<file path="src/rtl/lfsc_pkg.sv">
// ----------------------------------------------------------------------------
// lfsc_pkg: shared types and constants for the lidar frame checker
// Holds the header pattern, the frame layout, the queue item type, the
// hunter state type and the word-wide CRC-32 update matrix.
// ----------------------------------------------------------------------------
`timescale 1ns / 1ps

package lfsc_pkg;

  // Frame layout.
  localparam int unsigned FrameLen  = 24;
  localparam int unsigned CrcWords  = 5;
  localparam int unsigned PosW      = 5;
  localparam int unsigned QueueDepth = 2;

  localparam logic [PosW-1:0] FirstPos = PosW'(4);
  localparam logic [PosW-1:0] LastPos  = PosW'(FrameLen - 1);

  // Word indexes inside the frame (byte position divided by four).
  localparam logic [2:0] WordFirst = 3'd1;
  localparam logic [2:0] WordDist  = 3'd2;
  localparam logic [2:0] WordAmp   = 3'd3;
  localparam logic [2:0] WordCheck = 3'(CrcWords);

  // Byte lanes inside a little-endian word.
  localparam logic [1:0] Lane0 = 2'd0;
  localparam logic [1:0] Lane1 = 2'd1;
  localparam logic [1:0] Lane2 = 2'd2;
  localparam logic [1:0] Lane3 = 2'd3;

  // Header bytes, in the order they arrive on the link.
  localparam logic [7:0] Sync0 = 8'h44;
  localparam logic [7:0] Sync1 = 8'h45;
  localparam logic [7:0] Sync2 = 8'h32;
  localparam logic [7:0] Sync3 = 8'h30;
  localparam logic [31:0] HeaderWord = {Sync3, Sync2, Sync1, Sync0};

  // CRC-32, non-reflected, MSB first, no final XOR.
  localparam logic [31:0] CrcPoly = 32'h04C1_1DB7;
  localparam logic [31:0] CrcInit = 32'hFFFF_FFFF;

  // Hunter states: header bytes matched so far, then inside a frame.
  typedef enum logic [2:0] {
    StHunt0,
    StHunt1,
    StHunt2,
    StHunt3,
    StFrame
  } lfsc_state_e;

  // One frame byte handed from the hunter to the checker.
  typedef struct packed {
    logic [7:0]      data;
    logic [PosW-1:0] pos;
  } lfsc_item_t;

  typedef logic [31:0][31:0] crc_cols_t;

  // Thirty-two shifts of the CRC register with the word already folded in.
  // Only used to build constants.
  function automatic logic [31:0] crc_shift32(logic [31:0] d);
    logic [31:0] r;
    r = d;
    for (int k = 0; k < 32; k++) begin
      r = r[31] ? ((r << 1) ^ CrcPoly) : (r << 1);
    end
    return r;
  endfunction

  // Response of the word update to each single set bit.
  function automatic crc_cols_t crc_make_cols();
    crc_cols_t cols;
    for (int i = 0; i < 32; i++) begin
      cols[i] = crc_shift32(32'(1) << i);
    end
    return cols;
  endfunction

  localparam crc_cols_t CrcCols = crc_make_cols();

  // CRC after the fixed header word, which every frame starts with.
  localparam logic [31:0] CrcHeader = crc_shift32(CrcInit ^ HeaderWord);

  // Word-wide CRC update: the update is linear in crc XOR word, so it is a
  // single XOR matrix over the 32 bits.
  function automatic logic [31:0] crc_apply(logic [31:0] crc, logic [31:0] word);
    logic [31:0] d;
    logic [31:0] r;
    d = crc ^ word;
    r = '0;
    for (int i = 0; i < 32; i++) begin
      if (d[i]) begin
        r = r ^ CrcCols[i];
      end
    end
    return r;
  endfunction

endpackage

</file>
<file path="src/rtl/lfsc_byte_if.sv">
// ----------------------------------------------------------------------------
// lfsc_byte_if: received byte channel
// Valid/ready channel that carries one received byte per transfer.
// ----------------------------------------------------------------------------
`timescale 1ns / 1ps

interface lfsc_byte_if;
  logic       valid;
  logic       ready;
  logic [7:0] rx_byte;

  modport source (output valid, output rx_byte, input ready);
  modport sink (input valid, input rx_byte, output ready);
endinterface

</file>
<file path="src/rtl/lfsc_result_if.sv">
// ----------------------------------------------------------------------------
// lfsc_result_if: frame result channel
// Valid/ready channel that carries distance, amplitude and the CRC flag.
// ----------------------------------------------------------------------------
`timescale 1ns / 1ps

interface lfsc_result_if;
  logic        valid;
  logic        ready;
  logic [31:0] distance_raw;
  logic [31:0] amplitude_raw;
  logic        crc_ok;

  modport source (output valid, output distance_raw, output amplitude_raw,
                  output crc_ok, input ready);
  modport sink (input valid, input distance_raw, input amplitude_raw,
                input crc_ok, output ready);
endinterface

</file>
<file path="src/rtl/lidar_frame_sync_crc32_check.sv">
// ----------------------------------------------------------------------------
// lidar_frame_sync_crc32_check: lidar frame sync and CRC-32 check
// Throughput: one byte per cycle while the queue has room; the CRC matrix
// updates a full word in the cycle its last byte is taken, so no byte waits on
// the CRC. Result path: the last frame byte passes through the queue and then
// the result register before the result is valid.
// Reset: asynchronous, active low; the hunter restarts at the header search,
// the queue empties and no result is pending.
// ----------------------------------------------------------------------------
`timescale 1ns / 1ps

module lidar_frame_sync_crc32_check
  import lfsc_pkg::*;
(
  input  logic             clk_i,
  input  logic             rst_ni,
  lfsc_byte_if.sink        rx_i,
  lfsc_result_if.source    res_o
);

  logic       push_valid, push_ready;
  lfsc_item_t push_item;
  logic       pop_valid, pop_ready;
  lfsc_item_t pop_item;

  // Front: header hunt and byte tagging.
  lfsc_hunter u_hunter (
    .clk_i        (clk_i),
    .rst_ni       (rst_ni),
    .rx_valid_i   (rx_i.valid),
    .rx_byte_i    (rx_i.rx_byte),
    .rx_ready_o   (rx_i.ready),
    .push_valid_o (push_valid),
    .push_item_o  (push_item),
    .push_ready_i (push_ready)
  );

  // Queue between the two halves.
  lfsc_queue u_queue (
    .clk_i        (clk_i),
    .rst_ni       (rst_ni),
    .push_valid_i (push_valid),
    .push_item_i  (push_item),
    .push_ready_o (push_ready),
    .pop_valid_o  (pop_valid),
    .pop_item_o   (pop_item),
    .pop_ready_i  (pop_ready)
  );

  // Back: word assembly, CRC and result.
  lfsc_checker u_checker (
    .clk_i           (clk_i),
    .rst_ni          (rst_ni),
    .in_valid_i      (pop_valid),
    .in_item_i       (pop_item),
    .in_ready_o      (pop_ready),
    .out_valid_o     (res_o.valid),
    .out_distance_o  (res_o.distance_raw),
    .out_amplitude_o (res_o.amplitude_raw),
    .out_crc_ok_o    (res_o.crc_ok),
    .out_ready_i     (res_o.ready)
  );

endmodule

</file>
<file path="src/rtl/lfsc_hunter.sv">
// ----------------------------------------------------------------------------
// lfsc_hunter: header hunter and byte classifier
// Searches the byte stream for the frame header, then tags each following
// frame byte with its position and pushes it toward the checker.
// ----------------------------------------------------------------------------
`timescale 1ns / 1ps

module lfsc_hunter
  import lfsc_pkg::*;
(
  input  logic       clk_i,
  input  logic       rst_ni,
  input  logic       rx_valid_i,
  input  logic [7:0] rx_byte_i,
  output logic       rx_ready_o,
  output logic       push_valid_o,
  output lfsc_item_t push_item_o,
  input  logic       push_ready_i
);

  lfsc_state_e     state_q, state_d;
  logic [PosW-1:0] pos_q, pos_d;
  logic            accept;
  logic [7:0]      expect_byte;

  assign accept = rx_valid_i && rx_ready_o;

  // Header byte that the current hunt state waits for.
  always_comb begin
    case (state_q)
      StHunt0: expect_byte = Sync0;
      StHunt1: expect_byte = Sync1;
      StHunt2: expect_byte = Sync2;
      StHunt3: expect_byte = Sync3;
      default: expect_byte = Sync0;
    endcase
  end

  // Next state and frame position.
  always_comb begin
    state_d = state_q;
    pos_d   = pos_q;
    if (accept) begin
      case (state_q)
        StFrame: begin
          if (pos_q == LastPos) begin
            state_d = StHunt0;
            pos_d   = '0;
          end else begin
            pos_d = pos_q + PosW'(1);
          end
        end
        StHunt0, StHunt1, StHunt2, StHunt3: begin
          if (rx_byte_i == expect_byte) begin
            if (state_q == StHunt3) begin
              state_d = StFrame;
              pos_d   = FirstPos;
            end else begin
              state_d = lfsc_state_e'(state_q + 3'd1);
            end
          end else if (rx_byte_i == Sync0) begin
            state_d = StHunt1;
          end else begin
            state_d = StHunt0;
          end
        end
        default: begin
          state_d = StHunt0;
          pos_d   = '0;
        end
      endcase
    end
  end

  // Outputs: hunting bytes are consumed here, frame bytes go to the queue.
  always_comb begin
    push_item_o.data = rx_byte_i;
    push_item_o.pos  = pos_q;
    if (state_q == StFrame) begin
      rx_ready_o   = push_ready_i;
      push_valid_o = rx_valid_i;
    end else begin
      rx_ready_o   = 1'b1;
      push_valid_o = 1'b0;
    end
  end

  always_ff @(posedge clk_i or negedge rst_ni) begin
    if (!rst_ni) begin
      state_q <= StHunt0;
      pos_q   <= '0;
    end else begin
      state_q <= state_d;
      pos_q   <= pos_d;
    end
  end

endmodule

</file>
<file path="src/rtl/lfsc_queue.sv">
// ----------------------------------------------------------------------------
// lfsc_queue: short queue between hunter and checker
// Two-entry first-in first-out buffer of tagged frame bytes, so that the
// hunter keeps taking bytes while the checker waits on its output, until the buffer is full.
// ----------------------------------------------------------------------------
`timescale 1ns / 1ps

module lfsc_queue
  import lfsc_pkg::*;
(
  input  logic       clk_i,
  input  logic       rst_ni,
  input  logic       push_valid_i,
  input  lfsc_item_t push_item_i,
  output logic       push_ready_o,
  output logic       pop_valid_o,
  output lfsc_item_t pop_item_o,
  input  logic       pop_ready_i
);

  localparam int unsigned PtrW = $clog2(QueueDepth);
  localparam int unsigned CntW = $clog2(QueueDepth + 1);

  lfsc_item_t      entry_q [QueueDepth];
  logic [PtrW-1:0] wr_ptr_q, wr_ptr_d;
  logic [PtrW-1:0] rd_ptr_q, rd_ptr_d;
  logic [CntW-1:0] count_q, count_d;
  logic            push, pop;

  assign push_ready_o = (count_q != CntW'(QueueDepth));
  assign pop_valid_o  = (count_q != '0);
  assign pop_item_o   = entry_q[rd_ptr_q];
  assign push         = push_valid_i && push_ready_o;
  assign pop          = pop_valid_o && pop_ready_i;

  // Pointer and fill count update.
  always_comb begin
    wr_ptr_d = wr_ptr_q;
    rd_ptr_d = rd_ptr_q;
    count_d  = count_q;
    if (push) begin
      wr_ptr_d = (wr_ptr_q == PtrW'(QueueDepth - 1)) ? '0 : wr_ptr_q + PtrW'(1);
    end
    if (pop) begin
      rd_ptr_d = (rd_ptr_q == PtrW'(QueueDepth - 1)) ? '0 : rd_ptr_q + PtrW'(1);
    end
    if (push && !pop) begin
      count_d = count_q + CntW'(1);
    end else if (pop && !push) begin
      count_d = count_q - CntW'(1);
    end
  end

  always_ff @(posedge clk_i or negedge rst_ni) begin
    if (!rst_ni) begin
      wr_ptr_q <= '0;
      rd_ptr_q <= '0;
      count_q  <= '0;
    end else begin
      wr_ptr_q <= wr_ptr_d;
      rd_ptr_q <= rd_ptr_d;
      count_q  <= count_d;
    end
  end

  // Entry storage.
  always_ff @(posedge clk_i) begin
    if (push) begin
      entry_q[wr_ptr_q] <= push_item_i;
    end
  end

endmodule

</file>
<file path="src/rtl/lfsc_checker.sv">
// ----------------------------------------------------------------------------
// lfsc_checker: word assembly, CRC and result register
// Packs frame bytes into little-endian words, runs words 1 to 4 through the
// CRC after the fixed header word, keeps distance and amplitude and
// registers one result per frame.
// ----------------------------------------------------------------------------
`timescale 1ns / 1ps

module lfsc_checker
  import lfsc_pkg::*;
(
  input  logic        clk_i,
  input  logic        rst_ni,
  input  logic        in_valid_i,
  input  lfsc_item_t  in_item_i,
  output logic        in_ready_o,
  output logic        out_valid_o,
  output logic [31:0] out_distance_o,
  output logic [31:0] out_amplitude_o,
  output logic        out_crc_ok_o,
  input  logic        out_ready_i
);

  logic [23:0] gather_q, gather_d;
  logic [31:0] crc_q, crc_d;
  logic [31:0] dist_q, dist_d;
  logic [31:0] amp_q, amp_d;
  logic        out_valid_q, out_valid_d;
  logic [31:0] out_dist_q, out_amp_q;
  logic        out_ok_q;

  logic [1:0]  lane;
  logic [2:0]  idx;
  logic [31:0] word;
  logic [31:0] crc_base;
  logic        emits;
  logic        take;

  assign lane     = in_item_i.pos[1:0];
  assign idx      = in_item_i.pos[PosW-1:2];
  assign word     = {in_item_i.data, gather_q};
  assign crc_base = (idx == WordFirst) ? CrcHeader : crc_q;
  assign emits    = (in_item_i.pos == LastPos);

  // A byte that completes a frame waits for a free result register.
  assign in_ready_o = !emits || !out_valid_q || out_ready_i;
  assign take       = in_valid_i && in_ready_o;

  // Word assembly, CRC and field holds.
  always_comb begin
    gather_d = gather_q;
    crc_d    = crc_q;
    dist_d   = dist_q;
    amp_d    = amp_q;
    if (take) begin
      case (lane)
        Lane0: gather_d = {16'h0000, in_item_i.data};
        Lane1: gather_d[15:8] = in_item_i.data;
        Lane2: gather_d[23:16] = in_item_i.data;
        Lane3: begin
          if (idx == WordDist) begin
            dist_d = word;
          end
          if (idx == WordAmp) begin
            amp_d = word;
          end
          if (idx != WordCheck) begin
            crc_d = crc_apply(crc_base, word);
          end
        end
        default: gather_d = gather_q;
      endcase
    end
  end

  // Result register handshake.
  always_comb begin
    out_valid_d = out_valid_q;
    if (take && emits) begin
      out_valid_d = 1'b1;
    end else if (out_ready_i) begin
      out_valid_d = 1'b0;
    end
  end

  always_ff @(posedge clk_i or negedge rst_ni) begin
    if (!rst_ni) begin
      gather_q    <= '0;
      crc_q       <= CrcInit;
      dist_q      <= '0;
      amp_q       <= '0;
      out_valid_q <= 1'b0;
    end else begin
      gather_q    <= gather_d;
      crc_q       <= crc_d;
      dist_q      <= dist_d;
      amp_q       <= amp_d;
      out_valid_q <= out_valid_d;
    end
  end

  // Result payload, loaded when the last frame byte is taken.
  always_ff @(posedge clk_i) begin
    if (take && emits) begin
      out_dist_q <= dist_q;
      out_amp_q  <= amp_q;
      out_ok_q   <= (crc_q == word);
    end
  end

  assign out_valid_o     = out_valid_q;
  assign out_distance_o  = out_dist_q;
  assign out_amplitude_o = out_amp_q;
  assign out_crc_ok_o    = out_ok_q;

endmodule
</file>
<file path="src/flat_wrapper.sv">
// flat-port wrapper written by rule: the top's interface ports become plain ports
module lidar_frame_sync_crc32_check_flat import lfsc_pkg::*;
  (clk_i, rst_ni, rx_i_valid, rx_i_rx_byte, rx_i_ready, res_o_valid, res_o_distance_raw, res_o_amplitude_raw, res_o_crc_ok, res_o_ready);
  lfsc_byte_if rx_i_i ();
  lfsc_result_if res_o_i ();
  input  logic clk_i;
  input  logic rst_ni;
  input wire logic [$bits(rx_i_i.valid)-1:0] rx_i_valid;
  input wire logic [$bits(rx_i_i.rx_byte)-1:0] rx_i_rx_byte;
  output wire logic [$bits(rx_i_i.ready)-1:0] rx_i_ready;
  output wire logic [$bits(res_o_i.valid)-1:0] res_o_valid;
  output wire logic [$bits(res_o_i.distance_raw)-1:0] res_o_distance_raw;
  output wire logic [$bits(res_o_i.amplitude_raw)-1:0] res_o_amplitude_raw;
  output wire logic [$bits(res_o_i.crc_ok)-1:0] res_o_crc_ok;
  input wire logic [$bits(res_o_i.ready)-1:0] res_o_ready;
  assign rx_i_i.valid = rx_i_valid;
  assign rx_i_i.rx_byte = rx_i_rx_byte;
  assign rx_i_ready = rx_i_i.ready;
  assign res_o_valid = res_o_i.valid;
  assign res_o_distance_raw = res_o_i.distance_raw;
  assign res_o_amplitude_raw = res_o_i.amplitude_raw;
  assign res_o_crc_ok = res_o_i.crc_ok;
  assign res_o_i.ready = res_o_ready;
  lidar_frame_sync_crc32_check u_core (.clk_i(clk_i), .rst_ni(rst_ni), .rx_i(rx_i_i), .res_o(res_o_i));
endmodule
</file>
<file path="config.mk">
export PLATFORM = sky130hd
export DESIGN_NAME = lidar_frame_sync_crc32_check_flat
export DESIGN_NICKNAME = d
export VERILOG_FILES = /design/src/rtl/lfsc_pkg.sv /design/src/rtl/lfsc_byte_if.sv /design/src/rtl/lfsc_result_if.sv /design/src/rtl/lidar_frame_sync_crc32_check.sv /design/src/rtl/lfsc_hunter.sv /design/src/rtl/lfsc_queue.sv /design/src/rtl/lfsc_checker.sv /design/src/flat_wrapper.sv
export SDC_FILE = /design/constraint.sdc
export NUM_CORES = 1
export LEC_CHECK = 0
export BUFFER_PORTS_ARGS = -buffer_cell sky130_fd_sc_hd__buf_2
export CELL_PAD_IN_SITES_DETAIL_PLACEMENT = 1
export CELL_PAD_IN_SITES_GLOBAL_PLACEMENT = 1
export CORE_MARGIN = 5
export CORE_UTILIZATION = 46
export DETAILED_ROUTE_END_ITERATION = 10
export PLACE_DENSITY_LB_ADDON = 0.1
export SETUP_SLACK_MARGIN = 0.4
export SLEW_MARGIN = 30
export SYNTH_ARGS = -nofsm -noshare
export SYNTH_HDL_FRONTEND = slang
export SYNTH_SLANG_ARGS = --single-unit
</file>
<file path="constraint.sdc">
create_clock -name clk_i -period 12.46 [get_ports clk_i]
set_clock_uncertainty 0.2 [all_clocks]
set_input_delay 0 -clock clk_i [delete_from_list [all_inputs] [get_ports clk_i]]
set_output_delay 0 -clock clk_i [all_outputs]
set_load 0.005 [all_outputs]
</file>
==> results of run 1 <==
flip-flops by register name (all words and copies together) (netlist names):
register and flops:
u_core.u_checker.dist_q 32, u_core.u_checker.out_valid_o 1, u_core.u_queue.rd_ptr_q 1, u_core.u_queue.wr_ptr_q 1
u_core.u_checker.out_distance_o 32, u_core.u_checker.out_crc_ok_o 1, u_core.u_checker.crc_q 32, u_core.u_hunter.pos_q 5
u_core.u_checker.out_amplitude_o 32, u_core.u_queue.entry_q 26, u_core.u_checker.gather_q 24, u_core.u_queue.count_q 2
u_core.u_hunter.state_q 3, u_core.u_checker.amp_q 32
worst max-delay path by stage:
stage                                        from                              endpoint  depth (start not counted)
after floorplan           u_core.u_queue.rd_ptr_q   u_core.u_checker.out_amplitude_o[0]                          7
after global placement    u_core.u_queue.rd_ptr_q             u_core.u_checker.crc_q[2]                         10
after detailed placement  u_core.u_queue.rd_ptr_q             u_core.u_checker.crc_q[2]                         10
after CTS                 u_core.u_queue.rd_ptr_q             u_core.u_checker.crc_q[2]                         10
after global routing      u_core.u_queue.rd_ptr_q  u_core.u_checker.out_amplitude_o[11]                          8
final                     u_core.u_queue.rd_ptr_q            u_core.u_checker.crc_q[16]                          8
cell usage after synthesis (6+ instances only):
master | instances | share of area [%]
a21oi_1 | 12 | 0.44
buf_2 | 20 | 0.74
buf_6 | 7 | 0.58
clkbuf_1 | 59 | 1.6
dfrtp_1 | 101 | 19
dfstp_2 | 32 | 6.2
edfxtp_1 | 91 | 20
ha_1 | 7 | 0.65
inv_1 | 9 | 0.25
mux2_2 | 55 | 4.6
mux2i_1 | 9 | 0.66
nand2_1 | 101 | 2.8
nor2_1 | 26 | 0.72
nor3_1 | 32 | 1.2
nor3_2 | 8 | 0.59
nor4_1 | 8 | 0.37
o21ai_0 | 43 | 1.6
o21ai_1 | 8 | 0.30
o31ai_1 | 19 | 1.1
xnor2_1 | 280 | 18
xnor2_2 | 20 | 2.4
xnor3_1 | 28 | 4.7
xor2_1 | 102 | 6.6
xor3_1 | 6 | 1.1
cell type report:
| cell class | count | area [um^2] | share of cell area [%] |
|---|---|---|---|
| inverter | 9 | 33.8 | 0.223 |
| tap | 384 | 480 | 3.17 |
| timing repair buffer | 103 | 639 | 4.22 |
| sequential | 224 | 6100 | 40.3 |
| multi-input combinational | 815 | 7010 | 46.3 |
| clock buffer | 33 | 696 | 4.59 |
| clock inverter | 13 | 193 | 1.27 |
per-layer routing:
metal	track usage (%)	part of all wire, %
met3	3.80	5.6
met5	0	0
met2	40.6	48
met1	32.2	43
met4	6.51	3.2
kinds of logic (layout without fill, tap and decap cells):
group,Yosys count,in the layout,synth area share [%]
compound gates,92,92,4.00
flops,224,224,45.0
simple gates,209,209,7.59
fa+ha+maj,7,7,0.646
mux,69,69,6.07
xor+xnor,438,438,33.2
buf+inv,101,158,3.48
where the power goes:
| part | internal, uW | total [uW] | switching [uW] |
|---|---|---|---|
| Clock | 480 | 798 | 318 |
| Sequential | 823 | 976 | 153 |
| Combinational | 1080 | 2010 | 929 |
metrics by stage:
stage	hold slack, ns	worst slack [ns]	instance area, um^2	utilization, %	power (uW)
2_1_floorplan	-0.496	5.88	13600	-	2610
3_3_place_gp	-0.0777	8.94	14100	48.7	2960
3_5_place_dp	-0.0757	8.83	14100	48.7	2980
4_1_cts	0.0132	8.83	15100	52.3	3800
5_1_grt	0.0175	8.89	15200	52.4	4000
6_report	0.00889	9.05	15200	52.4	3780
worst register-to-register path: cells and delay by family, from the launching register on:
family,cells,cell delay (ns)
AND/OR/NAND/NOR,3,1.27
buffers and inverters,1,0.39
AO/OA/AOI/OAI,1,0.08
XOR/XNOR,3,1.05
flip-flops,1,0.32
==> key figures, run 1 <==
Yosys
  – Synthesized area per cell: ~12 um^2
  – Syn Std Cell Area: ~14000 um^2
  – Synth Register Bits: between 200 and 250
  – Count of distinct cell types in the synthesized netlist: between 50 and 60
  – Register area share after synthesis: between 40% and 50%
  – Top_reg_cell synth: dfrtp_1
  – Yosys warnings: 0
  – Number of flops mapped to enable cells by yosys: 91
  – FFs w/ async S/R, synth: approximately 60%
  – Mapped Nets: 1159
  – Mapped Cells: between 1k and 1.5k

Placed design
  – DP Wirelength: 27300 um
  – RD Place Congestion: about 0.90
  – Placed Cells: between 1.5k and 2k
  – Input/output buffers: 78

Detailed routing
  – TritonRoute pass-1 iters: 5
  – Detail Route Antenna Nets: 0
  – Vias per inst: 5.42
  – DRC: 0
  – DR iter-0 viols: between 600 and 700
  – DRT Wirelength: around 40000 um
  – Routed wire per std cell: 25.0 um
  – Routed vias: 8563

Cells and area
  – Nets: ~1.2k
  – ANT cells: 0
  – Synth-to-layout area growth: 11.8%
  – Non-filler cells, final: about 1.6k
  – Filler cells: 3005
  – Most frequent cells in the layout: xnor2_1 (280), xor2_1 (102), nand2_1 (101), dfrtp_1 (101), edfxtp_1 (91)
  – Commonest non-fill, non-tap cell in the layout: xnor2_1
  – Proportion of layout cells with a drive suffix above 1: about 22%

Die
  – Die height: roughly 180 um
  – Die area: 33000 um^2
  – Ports: 79
  – Num rows: just over 60
  – Initial Utilization: between 40% and 50%
  – Core area: 28900 um^2
  – Die X: ~180 um

Setup path
  – Worst reg2reg path depth: 8
  – CP top delay family: simple AND/OR/NAND/NOR gates
  – CP arrival: roughly 3.7 ns
  – Reg-to-reg endpoint: u_core.u_checker.crc_q[16]
  – Critical Path Most Common Cell: xnor2_1
  – Critical Path RT: roughly 13 ns
  – RR Startpoint: u_core.u_queue.rd_ptr_q
  – Endpoint class of the critical path: register
  – Critical path fanouts, max: about 40
  – R2r setup slk: 9.05 ns
  – Slowest CP cell: and4bb_4
  – Crit path launch type: register
  – CP max stage delay: roughly 0.76 ns
  – Crit path cell chain: buf_4 > and4bb_4 > or2_2 > nor2_1 > xnor2_1 > xnor3_1 > xnor2_1 > o21ai_1
  – WP buf/inv: 1
  – Crit path kind: reg2reg

Power and ir drop
  – Maximum VDD drop: about 120 uV
  – Pleak: about 0.006 uW
  – P per Cell Area: about 250 nW/um^2

Clock network
  – Number of buffers created by CTS: 25
  – Clock sinks: 224
  – Clk slew on worst S/H paths: 0.06 ns
  – Root Driver: clkbuf_16
  – CTS tree: yes
  – CTS resizes: 0
  – Post-CTS Setup Bufs: 0
  – Later-pin clock latency in the skew report: about 0.55 ns
  – Htree depth: 1
  – Clock Path Buffers: 3
  – Cts hold-fix bufs: 15

Global routing
  – Gr usage total: about a quarter
  – Total gr overflow: 0
  – First-pass GRT wire length: between 60000 and 70000 um
  – Vias in the first global route: ~9.3k
  – Largest net degree at the start of global routing: 66
  – Initial antenna violation count: 0

STA
  – Hold Vio Cnt, Final: 0
  – RSZ-0062 raised after global routing: no
  – Minimum clock period after layout: approximately 3.4 ns
  – Setup TNS: 0 ns
  – Max Fclk: 293 MHz
  – Max-slew violations: 0
  – Worst-Margin Slew: just under 0.9 ns
  – Worst slew margin: roughly 39%
  – Final Setup Violations: 0
  – Period Utilization, post-route: roughly 27%

Worst hold path
  – Hold WC Path Type: in2async

Status
  – Status: completed

Run
  – Max-cap violations: 0
No activity file was read; power rests on OpenSTA's default activity.
==> inputs of run 2 (changes only) <==
==> constraint.sdc (replaced) <==
create_clock -name clk_i -period 3.3 [get_ports clk_i]
set_clock_uncertainty 0.2 [all_clocks]
set_input_delay 0 -clock clk_i [delete_from_list [all_inputs] [get_ports clk_i]]
set_output_delay 0 -clock clk_i [all_outputs]
set_load 0.005 [all_outputs]
==> run 2 against run 1 <==
  * Sequential share of layout area shrank 1.4 points
  * Count of clock-buffer cells in the layout down 1
  * Hold slack better by 0.0066 ns
  * First-iteration DRC count shrank 15%
  * Final cell count is 3.8% higher
  * Utilization up 1.9 points
==> key figures, run 2 (same netlist as run 1, synthesis figures left out) <==
Cells and area
  – Final Cell Area: 15700 um^2 (was 15200 um^2)
  – Filler cells: 2996 (was 3005)
  – Commonest non-fill, non-tap cell in the layout: xnor2_1 (unchanged)
  – Proportion of layout cells with a drive suffix above 1: 26.8% (was 22.4%)
  – ANT cells: 0 (unchanged)
  – Most frequent cells in the layout: xnor2_1 (273), xor2_1 (102), nand2_1 (101) (was xnor2_1 (280), xor2_1 (102), nand2_1 (101), dfrtp_1 (101), edfxtp_1 (91))
  – Synth-to-layout area growth: 15.8% (was 11.8%)
  – Nets: 1259 (was 1197)
  – Non-filler cells, final: 1641 (was 1581)

Power and ir drop
  – Maximum VDD drop: 400 uV (was 120 uV)
  – Combinational share of power: 56.5% (was 53.1%)
  – P per Cell Area: 910 nW/um^2 (was 250 nW/um^2)
  – Net Switching: 5400 uW (was 1400 uW)
  – Pleak: 0.00633 uW (was 0.00601 uW)
  – Clock Power Share: 18.6% (was 21.1%)
  – Switching share of power: 37.8% (was 37.0%)
  – Power share of the sequential group: 24.9% (was 25.8%)
  – Pint: 8880 uW (was 2380 uW)

STA
  – Minimum clock period after layout: 2.84 ns (was 3.41 ns)
  – Setup TNS: 0 ns (unchanged)
  – Hold Vio Cnt, Final: 0 (unchanged)
  – Final Setup Violations: 0 (unchanged)
  – Max Fclk: 352 MHz (was 293 MHz)
  – RSZ-0062 raised after global routing: yes (was no)
  – Max-slew violations: 0 (unchanged)
  – Period Utilization, post-route: 86.2% (was 27.4%)
  – Final WS setup: 0.456 ns (was 9.05 ns)
  – Hold WS: 0.0155 ns (was 0.00889 ns)
  – Worst-Margin Slew: 0.807 ns (was 0.884 ns)
  – Worst slew margin: 46.2% (was 39.4%)

Clock network
  – Clk slew on worst S/H paths: 0.06 ns (about the same)
  – Number of buffers created by CTS: 25 (unchanged)
  – Clock Path Buffers: 3 (unchanged)
  – Later-pin clock latency in the skew report: 0.54 ns (was 0.55 ns)
  – Clock sinks: 224 (unchanged)
  – CTS tree: yes (unchanged)
  – Htree depth: 1 (unchanged)
  – Root Driver: clkbuf_16 (unchanged)

Worst hold path
  – Hold WC Path Type: in2reg (was in2async)

Setup path
  – CP arrival: 3.12 ns (was 3.66 ns)
  – Critical path fanouts, max: 14 (was 41)
  – Crit path launch type: register (unchanged)
  – Critical Path RT: 3.58 ns (was 12.71 ns)
  – Crit path kind: reg2reg (unchanged)
  – Endpoint class of the critical path: register (unchanged)
  – R2r setup slk: 0.46 ns (was 9.05 ns)

Placed design
  – Pre-CTS setup slack: 0.178 ns (was 8.83 ns)
  – Placed Cells: 1562 (was 1520)
  – RD Place Congestion: 0.937 (was 0.897)
  – DP Wirelength: 29200 um (was 27300 um)
  – Area post-placement: 14500 um^2 (was 14100 um^2)
  – Input/output buffers: 78 (unchanged)

Global routing
  – Total gr overflow: 0 (unchanged)
  – Largest net degree at the start of global routing: 81 (was 66)
  – Vias in the first global route: 9433 (was 9269)
  – Gr usage total: 24.5% (was 24.0%)
  – First-pass GRT wire length: 61200 um (was 60000 um)
  – Initial antenna violation count: 0 (unchanged)

Detailed routing
  – Routed vias: 8774 (was 8563)
  – TritonRoute pass-1 iters: 4 (was 5)
  – DRC: 0 (unchanged)
  – DRT Wirelength: 40700 um (was 39500 um)
  – Routed wire per std cell: 24.8 um (was 25.0 um)
  – DR iter-0 viols: 535 (was 631)
  – Vias per inst: 5.35 (was 5.42)
  – Detail Route Antenna Nets: 0 (unchanged)

Run
  – Max-cap violations: 0 (unchanged)

Die
  – Ports: 79 (unchanged)
  – Die area: 33000 um^2 (unchanged)
  – Core area: 28900 um^2 (unchanged)
  – Num rows: 62 (unchanged)
  – Initial Utilization: 46.8% (unchanged)
  – Die X: 182 um (unchanged)
  – Die height: 182 um (unchanged)

Status
  – Status: completed (unchanged)
## run 2: cell types whose count changed in the layout (fill, tap and decap cells not counted), sizes merged
cell / change
inv: -1
buf: +61
clkinvlp: +1
clkinv: +2
bufinv: -3
dlygate4sd3: +1
clkbuf: -1
## run 2: what timing repair did
action                                  4_1_cts  5_1_grt
endpoints found under the setup margin       26       23
gates resized for setup                       9       10
hold endpoints to repair                    146        0
buffers inserted                              7       13
hold buffers                                 15        0
pin swaps                                     2        4
## run 2: area by class of cell
type	instances	area, um^2	area share (%)
clock buffer	32	672	4.28
sequential	224	6100	38.9
timing repair buffer	165	1170	7.45
tap	384	480	3.06
clock inverter	12	100	0.638
inverter	9	33.8	0.215
multi-input combinational	815	7130	45.5
## run 2: routing by layer
metal	part of all wire, %	GRT usage, %	vias up	wire length, um
met1	43	32.7	4476	17400
met4	3.4	7.21	0	1390
met3	5.5	3.80	69	2250
met2	48	41.6	257	19600
met5	0	0	-	0
li1	-	-	3972	-
## run 2: worst max-delay path, cell delays in order, from the launching register on
cell and delay [ns]:
edfxtp_1 0.46, nor4b_4 0.40, buf_6 0.24, buf_4 0.19
nor3_2 0.07, xnor2_2 0.27, xnor2_1 0.18, xor2_1 0.37
xnor2_1 0.12, mux2_2 0.27
## run 2: path summary, 6_finish.rpt
path,startpoint,depth (start not counted),end
max in group asynchronous,rst_ni,4,u_core.u_checker.crc_q[9]
min in group asynchronous,rst_ni,3,u_core.u_checker.amp_q[7]
hold reg to reg,u_core.u_checker.amp_q[8],0,u_core.u_checker.out_amplitude_o[8]
hold / removal,rx_i_rx_byte[3],2,u_core.u_queue.entry_q[0][8]
setup / recovery,u_core.u_queue.entry_q[0][4],9,u_core.u_checker.crc_q[2]
setup reg to reg,u_core.u_queue.entry_q[0][4],9,u_core.u_checker.crc_q[2]
## run 2: per-stage QoR
step           util, %  power, uW
2_1_floorplan        -       9860
3_3_place_gp      50.1      11400
3_5_place_dp      50.1      11500
4_1_cts           53.6      14300
5_1_grt           54.2      15100
6_report          54.2      14300
## run 2: power by group through the flow
stage	logic (uW)	registers, uW	clock network (uW)
after CTS	7980	3540	2740
after floorplan	6700	3160	0
after detailed placement	7910	3590	0
after global routing	8640	3550	2860
after global placement	7830	3590	0
final	8060	3560	2660
==> inputs of run 3 (changes only) <==
--- a/config.mk
+++ b/config.mk
@@ -11,7 +11,7 @@
 export CORE_MARGIN = 5
 export CORE_UTILIZATION = 46
 export DETAILED_ROUTE_END_ITERATION = 10
-export PLACE_DENSITY_LB_ADDON = 0.1
+export PLACE_DENSITY_LB_ADDON = 0.2
 export SETUP_SLACK_MARGIN = 0.4
 export SLEW_MARGIN = 30
 export SYNTH_ARGS = -nofsm -noshare
==> run 3 against run 2 <==
  * Sequential cell count did not move
  * First-iteration DRC count rose by 23%
  * Routed wire length fell by 0.82%
  * Sequential power barely moved
  * Final cell count fell by 0.30%
  * Setup slack improved by 0.034 ns
  * Critical path type unchanged
  * Largest power group unchanged
==> key figures, run 3 (same netlist as run 1, synthesis figures left out) <==
Global routing
  – Largest net degree at the start of global routing: 66 (was 81)
  – First-pass GRT wire length: 60600 um (was 61200 um)
  – Total gr overflow: 0 (unchanged)
  – Vias in the first global route: 9341 (was 9433)
  – Initial antenna violation count: 0 (unchanged)
  – Grt met3 use: 4.14% (was 3.80%)
  – GR peak layer: met2 (unchanged)
  – M2 GR Usage: 39.9% (was 41.6%)
  – Gr usage total: 24.3% (was 24.5%)
  – Met1 usage: 32.8% (was 32.7%)

Die
  – Ports: 79 (unchanged)
  – Num rows: 62 (unchanged)
  – Die X: 182 um (unchanged)
  – Die height: 182 um (unchanged)
  – Die area: 33000 um^2 (unchanged)
  – Core area: 28900 um^2 (unchanged)
  – Initial Utilization: 46.8% (unchanged)

Cells and area
  – Final Cell Area: 15700 um^2 (about the same)
  – Proportion of layout cells with a drive suffix above 1: 26.6% (was 26.8%)
  – Synth-to-layout area growth: 15.9% (was 15.8%)
  – Non-filler cells, final: 1636 (was 1641)
  – ANT cells: 0 (unchanged)
  – Core Util, Final: 54.3% (was 54.2%)
  – Most frequent cells in the layout: xnor2_1 (272), xor2_1 (102), nand2_1 (101) (was xnor2_1 (273), xor2_1 (102), nand2_1 (101))
  – Commonest non-fill, non-tap cell in the layout: xnor2_1 (unchanged)
  – Nets: 1252 (was 1259)

Setup path
  – Endpoint class of the critical path: register (unchanged)
  – Critical Path End: u_core.u_checker.crc_q[2] (unchanged)
  – Setup crit start: u_core.u_queue.entry_q[0][3] (was u_core.u_queue.entry_q[0][4])
  – Critical Path RT: 3.58 ns (about the same)
  – Crit path cell chain: nor4b_4 > buf_4 > nor3_1 > xnor2_2 > xnor3_1 > xnor2_1 > xnor2_1 > mux2_2 (was nor4b_4 > buf_6 > buf_4 > nor3_2 > xnor2_2 > xnor2_1 > xor2_1 > xnor2_1 > mux2_2)
  – Critical Path Most Common Cell: xnor2_1 (unchanged)
  – Slowest CP cell: edfxtp_1 (unchanged)
  – RR Startpoint: u_core.u_queue.entry_q[0][3] (was u_core.u_queue.entry_q[0][4])
  – Critical path fanouts, max: 12 (was 14)
  – Crit path launch type: register (unchanged)
  – Reg-to-reg endpoint: u_core.u_checker.crc_q[2] (unchanged)
  – Worst reg2reg path depth: 8 (was 9)
  – R2r setup slk: 0.49 ns (was 0.46 ns)
  – CP arrival: 3.09 ns (was 3.12 ns)
  – CP max stage delay: 0.46 ns (about the same)
  – Crit path kind: reg2reg (unchanged)

Detailed routing
  – Routed vias: 8876 (was 8774)
  – Detail Route Antenna Nets: 0 (unchanged)
  – Vias per inst: 5.43 (was 5.35)
  – Routed wire per std cell: 24.7 um (was 24.8 um)
  – DRC: 0 (unchanged)
  – TritonRoute pass-1 iters: 5 (was 4)
  – DR iter-0 viols: 658 (was 535)
  – DRT Wirelength: 40400 um (was 40700 um)

Run
  – Max-cap violations: 0 (unchanged)

STA
  – Worst slew margin: 44.6% (was 46.2%)
  – Max-slew violations: 0 (unchanged)
  – Final Setup Violations: 0 (unchanged)
  – Period Utilization, post-route: 85.1% (was 86.2%)
  – RSZ-0062 raised after global routing: yes (unchanged)
  – Final WS setup: 0.490 ns (was 0.456 ns)
  – Minimum clock period after layout: 2.81 ns (was 2.84 ns)
  – Max Fclk: 356 MHz (was 352 MHz)
  – Worst-Margin Slew: 0.825 ns (was 0.807 ns)
  – Hold Vio Cnt, Final: 0 (unchanged)

Placed design
  – Pre-CTS setup slack: 0.293 ns (was 0.178 ns)
  – Placed Cells: 1561 (was 1562)
  – Area post-placement: 14500 um^2 (about the same)
  – DP Wirelength: 28600 um (was 29200 um)
  – RD Place Congestion: 0.958 (was 0.937)
  – Input/output buffers: 78 (unchanged)

Power and ir drop
  – P per Cell Area: 925 nW/um^2 (was 910 nW/um^2)
  – Pleak: 0.00634 uW (was 0.00633 uW)
  – Total power: 14500 uW (was 14300 uW)
  – Maximum VDD drop: 342 uV (was 400 uV)

Clock network
  – Htree depth: 1 (unchanged)
  – Number of buffers created by CTS: 25 (unchanged)
  – CTS tree: yes (unchanged)
  – Clock Path Buffers: 3 (unchanged)
  – Root Driver: clkbuf_16 (unchanged)
  – Clock sinks: 224 (unchanged)
  – Clk slew on worst S/H paths: 0.07 ns (was 0.06 ns)
  – Later-pin clock latency in the skew report: 0.56 ns (was 0.54 ns)

Status
  – Status: completed (unchanged)

Worst hold path
  – Hold WC Path Type: in2async (was in2reg)
## run 3: cell count changes in the layout (fill, tap and decap cells not counted), sizes merged
cell,previous run,this run
buf,150,143
bufinv,1,4
clkbuf,32,33
clkinv,8,5
clkinvlp,2,4
dlygate4sd3,15,14
## run 3: layer usage
metal / vias up / wire (um)
li1: 3960 / -
met1: 4519 / 16900
met2: 310 / 19300
met3: 87 / 2620
met4: 0 / 1490
met5: - / 0
## run 3: worst min-delay path by stage
stage | start | to
floorplan | rst_ni | u_core.u_checker.amp_q[0]
global placement | rst_ni | u_core.u_checker.amp_q[16]
detailed placement | rst_ni | u_core.u_checker.dist_q[16]
CTS | rst_ni | u_core.u_checker.crc_q[16]
global route | rx_i_rx_byte[1] | u_core.u_queue.entry_q[1][6]
finish | rst_ni | u_core.u_checker.crc_q[1]
## run 3: where the power goes
group,internal (uW),switching (uW),total [uW]
clock network,1740,1170,2920
registers,3100,447,3550
logic,4260,3810,8070
## run 3: metrics by stage
step           setup TNS [ns]  hold WS [ns]
2_1_floorplan          -16.71        -0.496
3_3_place_gp                0       -0.0763
3_5_place_dp                0       -0.0743
4_1_cts                     0       0.00855
5_1_grt                     0        0.0340
6_report                    0        0.0126
## run 3: worst max-delay path, delay by kind of cell, from the launching register on
family                 cells  cell delay, ns
multiplexers               1            0.26
AND/OR/NAND/NOR            2            0.51
flip-flops                 1            0.46
buffers and inverters      1            0.29
XOR/XNOR                   4            1.01
## run 3: final cells by class
type | count | area [um^2]
Clock inverter | 14 | 194
Timing Repair Buffer | 158 | 1130
Sequential cell | 224 | 6100
Inverter | 9 | 33.8
Fill cell | 2999 | 13200
Tap cell | 384 | 480
Clock buffer | 32 | 662
Multi-Input combinational cell | 815 | 7110
## run 3: repair_timing
action                                 4_1_cts  5_1_grt
hold buffers                                15        0
setup endpoints to repair                   78       84
cloned                                       0        1
buffers inserted                             1       12
endpoints found under the hold margin      172        0
resized for setup                            3       13
pin swaps                                    1        2
